`config.mk`:
```
export PLATFORM = sky130hd
export DESIGN_NAME = fel_scan
export DESIGN_NICKNAME = d
export VERILOG_FILES = /design/src/rtl/core/fel_pkg.sv /design/src/rtl/core/fel_scan.sv
export SDC_FILE = /design/constraint.sdc
export NUM_CORES = 1
export LEC_CHECK = 0
export BUFFER_PORTS_ARGS = -buffer_cell sky130_fd_sc_hd__buf_4
export CAP_MARGIN = 40
export CORE_UTILIZATION = 45
export DETAILED_ROUTE_END_ITERATION = 16
export HOLD_SLACK_MARGIN = 0.05
export REMOVE_ABC_BUFFERS = 1
export SLEW_MARGIN = 25
export SYNTH_ARGS = -nofsm -noshare
export SYNTH_HDL_FRONTEND = slang
export SYNTH_SLANG_ARGS = --single-unit
```
`constraint.sdc`:
```
create_clock -name clk -period 2.5 [get_ports clk]
set_input_delay 0.25 -clock clk [delete_from_list [all_inputs] [get_ports clk]]
set_output_delay 0.25 -clock clk [all_outputs]
set_load 0.02 [all_outputs]
```
`src/rtl/core/fel_pkg.sv`:
```
// Shared types and constants for the fault event logger.
// No dependencies; every other file of the block imports this package.
package fel_pkg;

	localparam int LOG_DEPTH        = 32;
	localparam int FAULT_WORD_COUNT = 4;
	localparam int WORD_W           = 16;
	localparam int NUM_BITS         = FAULT_WORD_COUNT * WORD_W;
	localparam int BIT_W            = $clog2(NUM_BITS);
	localparam int IDX_W            = $clog2(LOG_DEPTH);
	localparam int FAULT_W          = 64;
	localparam int CODE_W           = 7;
	localparam int COUNT_W          = 7;
	localparam int TIME_W           = 16;
	localparam int SEL_W            = 16;
	localparam int SEL_OUT_W        = 5;
	localparam int DISP_W           = 12;
	localparam int DISP_SCALE       = 100;

	// One ring slot: fault code plus the three raw timestamp words.
	typedef struct packed {
		logic [CODE_W-1:0] code;
		logic [TIME_W-1:0] t0;
		logic [TIME_W-1:0] t1;
		logic [TIME_W-1:0] t2;
	} log_entry_t;

	// Write request from the bit scanner to the ring.
	typedef struct packed {
		logic              valid;
		logic [CODE_W-1:0] code;
	} log_wr_t;

	// Scanner status toward the sequencer.
	typedef struct packed {
		logic busy;
		logic last;
	} scan_stat_t;

	typedef enum logic [1:0] {
		ST_IDLE,
		ST_SCAN,
		ST_READ,
		ST_SHOW
	} fel_state_t;

endpackage

```
`src/rtl/core/fel_scan.sv`:
```
// Bit-serial fault scanner: shifts current and previous fault vectors one bit
// per cycle, counts set bits and issues a ring write for each rising bit. Uses fel_pkg.
module fel_scan import fel_pkg::*; (
	input  logic                clk,
	input  logic                arst_n,
	input  logic                start,
	input  logic [NUM_BITS-1:0] bits,
	output log_wr_t             wr,
	output scan_stat_t          stat,
	output logic [COUNT_W-1:0]  count
);

	logic [NUM_BITS-1:0] cur_q;
	logic [NUM_BITS-1:0] prev_q;
	logic [BIT_W-1:0]    pos_q;
	logic [COUNT_W-1:0]  count_q;
	logic                busy_q;
	logic                last_bit;

	assign last_bit = busy_q && (pos_q == BIT_W'(NUM_BITS - 1));

	always_ff @(posedge clk or negedge arst_n) begin
		if (!arst_n) begin
			busy_q  <= 1'b0;
			pos_q   <= '0;
			count_q <= '0;
			prev_q  <= '0;
		end else if (start) begin
			busy_q  <= 1'b1;
			pos_q   <= '0;
			count_q <= '0;
		end else if (busy_q) begin
			// rotate the new bit in behind the old one: after a full pass
			// prev_q holds this tick's vector
			prev_q  <= {cur_q[0], prev_q[NUM_BITS-1:1]};
			count_q <= count_q + COUNT_W'(cur_q[0]);
			pos_q   <= pos_q + BIT_W'(1);
			if (last_bit) begin
				busy_q <= 1'b0;
			end
		end
	end

	always_ff @(posedge clk) begin
		if (start) begin
			cur_q <= bits;
		end else if (busy_q) begin
			cur_q <= cur_q >> 1;
		end
	end

	assign wr.valid  = busy_q && cur_q[0] && !prev_q[0];
	assign wr.code   = CODE_W'(pos_q) + CODE_W'(1);
	assign stat.busy = busy_q;
	assign stat.last = last_bit;
	assign count     = count_q;

	a_wr_only_busy: assert property (@(posedge clk) disable iff (!arst_n)
		wr.valid |-> busy_q)
		else $error("ring write outside of a scan");

	a_count_bound: assert property (@(posedge clk) disable iff (!arst_n)
		busy_q |=> (count_q <= COUNT_W'(NUM_BITS)))
		else $error("active count above the number of fault bits");

endmodule

```
After elaboration in Yosys (flattened, before gate mapping)
Cells that the tools add are included.
{"block": "totals", "reg_bits": 142, "input_bits": 67}
{"block": "op_classes", "add_sub_neg": 3, "n_eq_ne": 1, "mux": 9, "bitwise_logic": 1, "n_reduce_logical": 6}
{"cell": "2-to-1 mux 64 bit", "count": 2}
{"cell": "2-to-1 mux 7 bit", "count": 2}
{"cell": "2-to-1 mux 6 bit", "count": 2}
{"cell": "adder 6 x 1 -> 7 bit (second input constant)", "count": 1}
{"cell": "adder 7 x 1 -> 7 bit", "count": 1}
{"cell": "adder 6 x 1 -> 6 bit (second input constant)", "count": 1}
{"cell": "== test 6 bit (second input constant)", "count": 1}
{"cell": "logical AND 1 bit", "count": 3}
{"cell": "2-to-1 mux 1 bit", "count": 3}
{"cell": "AND reduction 2 bit", "count": 1}
{"cell": "nonzero test 2 bit", "count": 1}
{"cell": "zero test 1 bit", "count": 1}
{"cell": "NOT 1 bit", "count": 1}

Logic depth before layout (Yosys ltp)
Gate-level depths: netlist (run 1).
{"block": "depth", "word_depth": 5, "ltp_mapped": 5, "mapped_depth_nobuf": 5}

Worst setup path before layout (run 1)
No wires, ideal clock.
{"block": "synth_timing", "path_type": "register to register", "from": "register busy_q", "to": "register cur_q[0] (enable)", "t_arrival_ns": 1.538, "required_time_ns": 2.106, "setup_slack_ns": 0.568, "path_stages_with_launch": 3, "n_path_buf": 1, "path_cell_list": "dfrtp_1 -> buf_2 -> or2_2"}
{"block": "synth_between", "elab_chain_len": 1}
{"element": "start, declared", "line": "fel_scan.sv:17", "rtl": "logic busy_q;"}
{"element": "start signal, assigned", "line": "fel_scan.sv:24", "rtl": "busy_q <= 1'b0;"}
{"element": "start signal, assigned", "line": "fel_scan.sv:29", "rtl": "busy_q <= 1'b1;"}
{"element": "start signal, assigned", "line": "fel_scan.sv:39", "rtl": "busy_q <= 1'b0;"}
{"element": "nonzero test 2 bit (no source line)"}
{"element": "end signal, assigned", "line": "fel_scan.sv:46", "rtl": "cur_q <= bits;"}
{"element": "end signal, assigned", "line": "fel_scan.sv:48", "rtl": "cur_q <= cur_q >> 1;"}
{"element": "end, declared", "line": "fel_scan.sv:13", "rtl": "logic [NUM_BITS-1:0] cur_q;"}
Every way passes these cells.
A chain may end at the register's enable or synchronous reset.

==> results_dict.tcl, run 1 <==
set metrics [dict create \
    status "finished, final reports clean" \
    numCtsBuffers 17 \
    fin_setup_tns_ns 0 \
    slew_headroom_pct 55.9 \
    final_cell_mix "buf_4, dfrtp_1, mux2_2" \
    nets 511 \
    drive_gt1_share_pct 54.4 \
    synth_top_area_share_pct 32.2 \
    detail-route-antenna-nets 0 \
    final_max_slew_viol_count 0 \
    grt_pass1_vias 3286 \
    synth_cell_types 26 \
    clk_path_buf_depth 2 \
    p_switching_mw 1.31 \
    top_level_ports 84 \
    drt_iter0_drc 247 \
    dp_hpwl_mm 6.13 \
    maxCapViolations 0 \
    cts_resized 0 \
    portBuffers 83 \
    postCtsSetupBuffers 0 \
    area_growth_syn_to_layout_pct 22.3 \
    routed_wl_mm 9.80 \
    place_inst 595 \
    critical_path_arrival_ns 1.63 \
    die_y_um 118 \
    rsz0062_at_grt "false" \
    antenna_cells 0 \
    cts.hold.buffers_added 1 \
    fmax_mhz 532 \
    dr.pass1.iters 4 \
    layout.cells.non_filler 628 \
    hp-class "in2reg" \
    holdCritStartpoint "bits[63]" \
    place.gp.congestion 0.646 \
    p_leak_nw 3.36 \
    clkLatencyLatePin_ns 0.42 \
    cts-root-buf "clkbuf_16" \
    grt_remaining_overflow 0 \
    std_cell_rows 42 \
    pwr-share-comb_pct 11.6 \
    reg2regPathDepth 2 \
    cts_max_level 4 \
    synth-seq-cells 142 \
    cp-end-kind "output pin" \
    cts.sinks 142 \
    ir_drop_v 0.000454 \
    syn_avg_cell_area_um2 17.3 \
    grt_use_total_pct 15.9 \
    syn_inst 351 \
    setup_violations 0 \
    clkTransAtPathRegs_ns 0.06 \
    finalCritPeriodShare_pct 75.1 \
    holdPathStages 2 \
    r2r_slack_ns 0.79 \
    grt_start_max_net_pins 72 \
    place_area_um2 6830 \
    antenna_found_initial 0 \
    cts_tree "done" \
    vias_per_cell 4.87 \
    routedWlPerCell_um 15.6 \
    worstSetupStartpointType "flip-flop" \
    crit_type "reg2out" \
    grt_pass1_wl_mm 16.7 \
    clkPwrFrac_pct 39.6 \
    fp.dieW_um 118 \
    via_count 3060 \
    switching_share_pct 21.7 \
    hold-path-endpoint "cur_q[63]" \
    rr_endpoint "cur_q[33]" \
    initial_utilization_pct 46.0 \
    p_seq_share_pct 48.9 \
    p_int_mw 4.72 \
    finalHoldViolCount 0 \
    required_ns 2.25 \
    final_common_cell "buf_4" \
    synth_top_cell_by_area "dfrtp_1" \
    die_area_um2 14000 \
    coreArea_um2 13200 \
    yosysSeqAreaShare_pct 63.8 \
    ys_warn_count 0 \
    crit_fanout 5 \
    clock_skew_ns 0.00619 \
    stdcell_area_um2 7420 \
    synthTopCellsByArea "dfrtp_1, edfxtp_1, mux2_4" \
    drc_errors 0 \
    netlist_area_um2 6070 \
    finalCriticalPeriod_ns 1.88 \
    timing.rr.start "busy_q" \
    power.total_mw 6.03 \
    worst_pin_slew_ns 0.661 \
    p_per_area_nw_per_um2 813 \
]
-- power groups by stage --
stage	registers (mW)	logic, mW	clock network (mW)
after global routing	2.99	0.762	2.53
after detailed placement	2.99	0.697	0
after CTS	2.95	0.707	2.45
after global placement	2.98	0.674	0
final	2.95	0.698	2.39
after floorplan	2.94	0.498	0
-- worst max-delay path, cell delays in order, from the launching register on --
cell and delay [ns]:
dfrtp_1 0.44, ha_1 0.29, nand2_1 0.10, nor3_1 0.21
buf_4 0.18
-- Yosys cell counts, drive strengths merged --
cell type	instances
mux2	127
dfrtp	78
edfxtp	64
buf	20
nor2	13
xor2	8
nand2	7
ha	4
nand4	4
a21oi	3
mux2i	3
nand3	3
o21ai	3
or3	3
xnor2	3
inv	2
and2	1
clkbuf	1
nand2b	1
nor3	1
o21bai	1
or2	1
-- flip-flops by register name (all words and copies together) (netlist names) --
register and count:
prev_q 64, pos_q 6, count 7, cur_q 64, busy_q 1
-- kinds of logic (layout without fill, tap and decap cells) --
group / count (synthesis) / count (layout) / share of synthesized area, %
buffers and inverters: 23 / 124 / 2.64
DFF: 142 / 142 / 63.8
and+or+nand+nor: 34 / 34 / 2.72
muxes: 130 / 130 / 27.8
xor gates and xnor gates: 11 / 11 / 1.59
adders and majority gates: 4 / 4 / 0.825
AOI/OAI and AO/OA: 7 / 7 / 0.618
-- cell type report --
| type | instances | area, um2 |
|---|---|---|
| Inverter | 2 | 7.51 |
| Multi-Input combinational cell | 186 | 2030 |
| Clock buffer | 18 | 429 |
| Tap cell | 176 | 220 |
| Fill cell | 1075 | 5770 |
| Timing Repair Buffer | 91 | 731 |
| Sequential cell | 142 | 3870 |
| Clock inverter | 13 | 125 |
-- worst max-delay path by stage --
stage / from / end
final: pos_q[0] / stat[0]
after global routing: pos_q[0] / stat[0]
after CTS: pos_q[0] / stat[0]
after detailed placement: start / cur_q[25]
after global placement: start / cur_q[35]
after floorplan: busy_q / cur_q[0]
-- through the flow --
stage	hold slack, ns	utilization [%]	setup slack, ns
after detailed placement	0.242	51.8	0.697
after CTS	0.0989	56.1	0.620
after global placement	0.461	51.6	0.714
after global routing	0.101	56.3	0.424
final	0.117	56.3	0.621
after floorplan	-0.0456	-	0.442
-- per-layer routing --
| layer | GRT usage [%] | wire (um) |
|---|---|---|
| met4 | 6.73 | 118 |
| met5 | 0 | 0 |
| met3 | 7.56 | 712 |
| met1 | 20.7 | 4550 |
| met2 | 22.5 | 4420 |
No activity file was read; power rests on OpenSTA's default activity.
==> inputs of run 2 (changes only) <==
--- a/config.mk
+++ b/config.mk
@@ -10,6 +10,7 @@
 export CORE_UTILIZATION = 45
 export DETAILED_ROUTE_END_ITERATION = 16
 export HOLD_SLACK_MARGIN = 0.05
+export PLACE_DENSITY = 0.67
 export REMOVE_ABC_BUFFERS = 1
 export SLEW_MARGIN = 25
 export SYNTH_ARGS = -nofsm -noshare
==> constraint.sdc (replaced) <==
create_clock -name clk -period 1.6 [get_ports clk]
set_input_delay 0.16 -clock clk [delete_from_list [all_inputs] [get_ports clk]]
set_output_delay 0.16 -clock clk [all_outputs]
set_load 0.02 [all_outputs]
==> run 2 against run 1 <==
Net effect: register-to-register slack worse by 0.65 ns; final cell count up 12%; die area is the same; worst hold slack got worse by 0.050 ns; critical path depth stayed put; routed wire length grew 7.6%.
==> results_dict.tcl, run 2 (synthesis results as in run 1) <==
set metrics [dict create \
    clock_skew_ns 0.00682 \
    grt_use_total_pct 16.5 \
    crit_fanout 4 \
    die_area_um2 14000 \
    final_common_cell "buf_4" \
    place_area_um2 6900 \
    dr.pass1.iters 4 \
    drc_errors 0 \
    clk_path_buf_depth 2 \
    fp.dieW_um 118 \
    detail-route-antenna-nets 0 \
    final_cell_mix "buf_4, dfrtp_1, mux2_2" \
    via_count 3415 \
    setup_violations 0 \
    routedWlPerCell_um 15.0 \
    grt_start_max_net_pins 65 \
    final_max_slew_viol_count 0 \
    coreArea_um2 13200 \
    cp_slowest_cell "dfrtp_2" \
    die_y_um 118 \
    hp-class "in2reg" \
    antenna_found_initial 0 \
    fillers 934 \
    place.gp.congestion 0.739 \
    critical_path_arrival_ns 1.40 \
    worst_pin_slew_ns 0.488 \
    multi_input_area_um2 2060 \
    final_util_pct 62.3 \
    drt_iter0_drc 116 \
    cts_max_level 4 \
    hold_ws_ns 0.0677 \
    max_stage_delay_ns 0.44 \
    p_per_area_nw_per_um2 1190 \
    slew_headroom_pct 67.4 \
    clkTransAtPathRegs_ns 0.06 \
    grt_pass1_wl_mm 17.9 \
    grt_pass1_vias 3618 \
    nets 585 \
    std_cell_rows 42 \
    cts.sinks 142 \
    finalHoldViolCount 0 \
    antenna_cells 0 \
    cts_tree "done" \
    final-seq-area_um2 3880 \
    required_ns 1.44 \
    rsz0062_at_grt "true" \
    fmax_mhz 640 \
    dp_hpwl_mm 5.98 \
    portBuffers 83 \
    finalCriticalPeriod_ns 1.56 \
    cts-root-buf "clkbuf_16" \
    worstSetupStartpointType "flip-flop" \
    area_growth_syn_to_layout_pct 35.3 \
    path_cells "ha_4, nand3_1, xnor2_1, buf_4" \
    ir_drop_v 0.000841 \
    maxCapViolations 0 \
    numCtsBuffers 17 \
    p_leak_nw 3.71 \
    drive_gt1_share_pct 50.9 \
    initial_utilization_pct 46.0 \
    top_level_ports 84 \
    status "finished, final reports clean" \
    finalCritPeriodShare_pct 97.7 \
    vias_per_cell 4.86 \
    cp-end-kind "output pin" \
    stdcell_area_um2 8210 \
    grt_remaining_overflow 0 \
    clkLatencyLatePin_ns 0.42 \
    crit_type "reg2out" \
    routed_wl_mm 10.5 \
]
[run 2: worst paths after layout]
path / from / endpoint / slack [ns] / cells past startpoint
setup / recovery: pos_q[0] / wr[4] / 0.04 / 4
hold / removal: bits[49] / cur_q[49] / 0.07 / 2
setup reg to reg: cur_q[0] / count[6] / 0.14 / 5
hold reg to reg: prev_q[29] / prev_q[28] / 0.50 / 1
max in group asynchronous: arst_n / busy_q / 0.80 / 3
min in group asynchronous: arst_n / prev_q[8] / 0.26 / 2
[run 2: metal layers]
metal | vias to the layer above | global-route usage [%] | part of all wire [%]
li1 | 1603 | - | -
met1 | 1723 | 21.5 | 45
met2 | 78 | 25.4 | 49
met3 | 11 | 5.77 | 4.8
met4 | 0 | 6.01 | 0.94
met5 | - | 0 | 0
[run 2: timing repair]
| item | in CTS | in global routing |
|---|---|---|
| hold buffers | 62 | 0 |
| setup buffers | 4 | 5 |
| endpoints found under the setup margin | 5 | 4 |
| gates resized for setup | 6 | 4 |
| hold endpoints to repair | 102 | 0 |
| pin swaps | 2 | 2 |
| gates cloned | 0 | 0 |
[run 2: power breakdown]
part | internal, mW | switching [mW] | leakage, nW
clock network | 2.47 | 1.45 | 0.287
registers | 4.35 | 0.256 | 1.71
logic | 0.886 | 0.359 | 1.72
total | 7.71 | 2.07 | 3.71
[run 2: final cells by class]
type / instances / share of cell area (%)
repair buffers: 165 / 17.7
well taps: 176 / 2.68
clock buffers: 19 / 5.39
inverters: 2 / 0.0914
flip-flops and latches: 142 / 47.2
multi-input cells: 186 / 25.1
clock inverters: 13 / 1.77
[run 2: worst max-delay path, delay by kind of cell, from the launching register on]
| kind | cells | cell delay [ns] |
|---|---|---|
| AND/OR/NAND/NOR | 1 | 0.08 |
| adder cells (fa/ha/maj) | 1 | 0.19 |
| buffers and inverters | 1 | 0.16 |
| XOR/XNOR | 1 | 0.12 |
| flip-flops | 1 | 0.44 |
[run 2: metrics by stage]
step	std cells	TNS [ns]	setup WS (ns)	power, mW
floorplan	330	-52.69	-0.458	5.37
global placement	600	0	0.180	5.73
detailed placement	600	0	0.144	5.77
CTS	698	-0.00996	-0.00996	9.86
global route	703	-0.0464	-0.0139	10.2
finish	703	0	0.0375	9.77
==> inputs of run 3 (changes only) <==
--- a/config.mk
+++ b/config.mk
@@ -5,12 +5,11 @@
 export SDC_FILE = /design/constraint.sdc
 export NUM_CORES = 1
 export LEC_CHECK = 0
-export BUFFER_PORTS_ARGS = -buffer_cell sky130_fd_sc_hd__buf_4
 export CAP_MARGIN = 40
 export CORE_UTILIZATION = 45
 export DETAILED_ROUTE_END_ITERATION = 16
+export DONT_BUFFER_PORTS = 1
 export HOLD_SLACK_MARGIN = 0.05
-export PLACE_DENSITY = 0.67
 export REMOVE_ABC_BUFFERS = 1
 export SLEW_MARGIN = 25
 export SYNTH_ARGS = -nofsm -noshare
==> constraint.sdc (replaced) <==
create_clock -name clk -period 1.55 [get_ports clk]
set_input_delay 0.155 -clock clk [delete_from_list [all_inputs] [get_ports clk]]
set_output_delay 0.155 -clock clk [all_outputs]
set_load 0.02 [all_outputs]
==> run 3 against run 2 <==
Net effect: the flow now stops in 4_1_cts; synthesized cell count did not move; synthesized area did not move.
==> results_dict.tcl, run 3 <==
set metrics [dict create \
    synth_flop_cell "dfrtp_1" \
    ys_warn_count 0 \
    portBuffers 0 \
    place.gp.congestion 0.742 \
    synth-seq-cells 142 \
    cts.sinks 142 \
    synth_top_cell_by_area "dfrtp_1" \
    fp.dieW_um 118 \
    syn_inst 351 \
    synth_top_area_share_pct 32.2 \
    synthTopCellsByArea "dfrtp_1, edfxtp_1, mux2_4" \
    status "did not finish" \
    numCtsBuffers 17 \
    place_inst 524 \
    synthArstFlopShare_pct 54.9 \
    std_cell_rows 42 \
    cts-root-buf "clkbuf_16" \
    clk_path_buf_depth 2 \
    netlist_area_um2 6070 \
    synth_commonest_cells "dfrtp_1, mux2_2, edfxtp_1, mux2_4, nor2_1" \
    cts.hold.buffers_added 114 \
    postCtsSetupBuffers 7 \
    syn_avg_cell_area_um2 17.3 \
    yosysSeqAreaShare_pct 63.8 \
    error_line "[ERROR RSZ-0060] Max buffer count reached." \
    synth.most_common_cell "dfrtp_1" \
    dp_hpwl_mm 5.55 \
    cts_max_level 4 \
    cts_resized 10 \
    synth_cell_types 26 \
    top_level_ports 84 \
    stop_stage "4_1_cts" \
    synth-edff-count 64 \
    die_y_um 118 \
    initial_utilization_pct 46.0 \
]
run 3: cell counts after synthesis:
Identical to the previous run, type by type.
run 3: per-stage QoR:
step	hold WS [ns]	utilization, %	worst slack (ns)	cell area [um2]
3_5_place_dp	-0.138	47.9	0.0385	6320
3_3_place_gp	-0.138	47.9	0.106	6320
2_1_floorplan	-0.141	-	-0.508	5920
run 3: kinds of logic after synthesis:
| kind of cell | Yosys count | share of synthesized area (%) |
|---|---|---|
| xor gates and xnor gates | 11 | 1.59 |
| adders and majority gates | 4 | 0.825 |
| buffers and inverters | 23 | 2.64 |
| and+or+nand+nor | 34 | 2.72 |
| DFF | 142 | 63.8 |
| AOI/OAI and AO/OA | 7 | 0.618 |
| muxes | 130 | 27.8 |
==> inputs of run 4 (changes only) <==
--- a/config.mk
+++ b/config.mk
@@ -6,10 +6,10 @@
 export NUM_CORES = 1
 export LEC_CHECK = 0
 export CAP_MARGIN = 40
-export CORE_UTILIZATION = 45
+export CORE_UTILIZATION = 30
 export DETAILED_ROUTE_END_ITERATION = 16
 export DONT_BUFFER_PORTS = 1
-export HOLD_SLACK_MARGIN = 0.05
+export PLACE_DENSITY_LB_ADDON = 0.15
 export REMOVE_ABC_BUFFERS = 1
 export SLEW_MARGIN = 25
 export SYNTH_ARGS = -nofsm -noshare
==> run 4 against run 3 <==
Net effect: the flow now finishes, with violations (hold timing, setup timing).
==> results_dict.tcl, run 4 (synthesis results as in run 1) <==
set metrics [dict create \
    status "complete, but fails checks" \
    violations "hold timing, setup timing" \
    cp-startpoint "pos_q[0]" \
    grt_use_total_pct 11.7 \
    detail-route-antenna-nets 0 \
    dp_hpwl_mm 5.94 \
    drc_errors 0 \
    clkLatencyLatePin_ns 0.42 \
    portBuffers 0 \
    cp_slowest_cell "dfrtp_2" \
    final_cell_mix "dlygate4sd3_1, dfrtp_1, mux2_2" \
    max_stage_delay_ns 0.42 \
    finalHoldViolCount 78 \
    numCtsBuffers 17 \
    r2r_slack_ns -0.01 \
    clkTransAtPathRegs_ns 0.06 \
    fillers 1806 \
    path_cells "ha_4, nand3_2, xnor2_2, buf_4" \
    drive_gt1_share_pct 39.6 \
    p_leak_nw 3.63 \
    cp-end-kind "output pin" \
    worstSetupStartpointType "flip-flop" \
    vias_per_cell 4.26 \
    p_per_area_nw_per_um2 1200 \
    timing.rr.start "pos_q[0]" \
    cts_tree "done" \
    area_growth_syn_to_layout_pct 39.3 \
    switching_share_pct 22.1 \
    fmax_mhz 636 \
    pwr-share-comb_pct 13.1 \
    cts-root-buf "clkbuf_16" \
    rr_endpoint "busy_q" \
    ir_drop_v 0.000685 \
    routedWlPerCell_um 14.0 \
    via_count 3356 \
    final_max_slew_viol_count 0 \
    final_util_pct 43.0 \
    p_int_mw 7.90 \
    grt_start_max_net_pins 79 \
    fin_ws_ns -0.0213 \
    p_seq_share_pct 46.8 \
    p_switching_mw 2.24 \
    critical_path_arrival_ns 1.42 \
    nets 581 \
    reg2regPathDepth 5 \
    place.gp.congestion 0.711 \
    dr.pass1.iters 4 \
    clkPwrFrac_pct 40.1 \
    crit_fanout 4 \
    cp-endpoint "wr[4]" \
    hold_ws_ns -0.571 \
    place_ws_ns 0.0916 \
    required_ns 1.39 \
    finalCriticalPeriod_ns 1.57 \
    die_area_um2 20800 \
    hp-class "in2async" \
    cts_max_level 4 \
    cts.hold.buffers_added 128 \
    grt_pass1_vias 3580 \
    slew_headroom_pct 63.8 \
    antenna_found_initial 0 \
    grt_remaining_overflow 0 \
    routed_wl_mm 11.0 \
    rsz0062_at_grt "true" \
    worst_pin_slew_ns 0.541 \
    coreArea_um2 19700 \
    clock_skew_ns 0.00955 \
    die_y_um 144 \
    top_level_ports 84 \
    drt_iter0_drc 116 \
    crit_type "reg2out" \
    final_common_cell "dlygate4sd3_1" \
    grt_pass1_wl_mm 18.3 \
    clk_path_buf_depth 2 \
    antenna_cells 0 \
    setup_violations 4 \
    initial_utilization_pct 30.9 \
    std_cell_rows 51 \
    finalCritPeriodShare_pct 101 \
    fin_setup_tns_ns -0.0650 \
    cts.sinks 142 \
    fp.dieW_um 144 \
    maxCapViolations 0 \
]
==> run 4: power by group through the flow <==
stage / Clock [mW] / Sequential, mW / Combinational (mW)
after floorplan: 0 / 4.74 / 0.804
after CTS: 4.20 / 4.75 / 1.31
final: 4.06 / 4.75 / 1.33
after global placement: 0 / 4.81 / 0.905
after detailed placement: 0 / 4.81 / 0.928
after global routing: 4.34 / 4.82 / 1.44
==> run 4: final cells by class <==
type | instances | area [um2] | area share (%)
clock buffers | 18 | 429 | 5.08
well taps | 265 | 332 | 3.92
repair buffers | 161 | 1570 | 18.5
flip-flops and latches | 142 | 3880 | 45.9
clock inverters | 14 | 158 | 1.87
inverters | 2 | 7.51 | 0.0888
multi-input cells | 186 | 2080 | 24.6
==> run 4: routing by layer <==
layer | global-route usage [%] | vias up | share of wire, %
li1 | - | 1592 | -
met1 | 14.9 | 1682 | 45
met2 | 17.4 | 68 | 47
met3 | 4.83 | 14 | 6.0
met4 | 4.99 | 0 | 1.4
met5 | 0 | - | 0
==> run 4: what timing repair did <==
item / 4_1_cts / 5_1_grt
resized for setup: 13 / 3
pin swaps: 3 / 4
buffers inserted: 6 / 4
endpoints found under the setup margin: 7 / 8
endpoints found under the hold margin: 155 / 78
==> run 4: how the worst min path moves through the flow <==
stage | endpoint | slack, ns | cells after the start
6_report | prev_q[1] | -0.57 | 0
5_1_grt | prev_q[13] | -0.60 | 0
4_1_cts | pos_q[1] | -0.60 | 0
3_5_place_dp | prev_q[21] | -0.14 | 0
3_3_place_gp | prev_q[20] | -0.14 | 0
2_1_floorplan | busy_q | -0.14 | 0
==> run 4: stage by stage <==
stage | std cells | power (mW) | hold slack, ns | instance area (um2)
after floorplan | 330 | 5.54 | -0.141 | 5920
after global placement | 618 | 5.72 | -0.136 | 6460
after detailed placement | 618 | 5.73 | -0.136 | 6460
after CTS | 784 | 10.3 | -0.598 | 8410
after global routing | 788 | 10.6 | -0.601 | 8450
final | 788 | 10.1 | -0.571 | 8450
==> run 4: worst max-delay path, delay by kind of cell (launching register included) <==
kind	cells	cell delay, ns
flip-flops	1	0.42
adder cells (fa/ha/maj)	1	0.18
XOR/XNOR	1	0.15
buffers and inverters	1	0.15
AND/OR/NAND/NOR	1	0.09
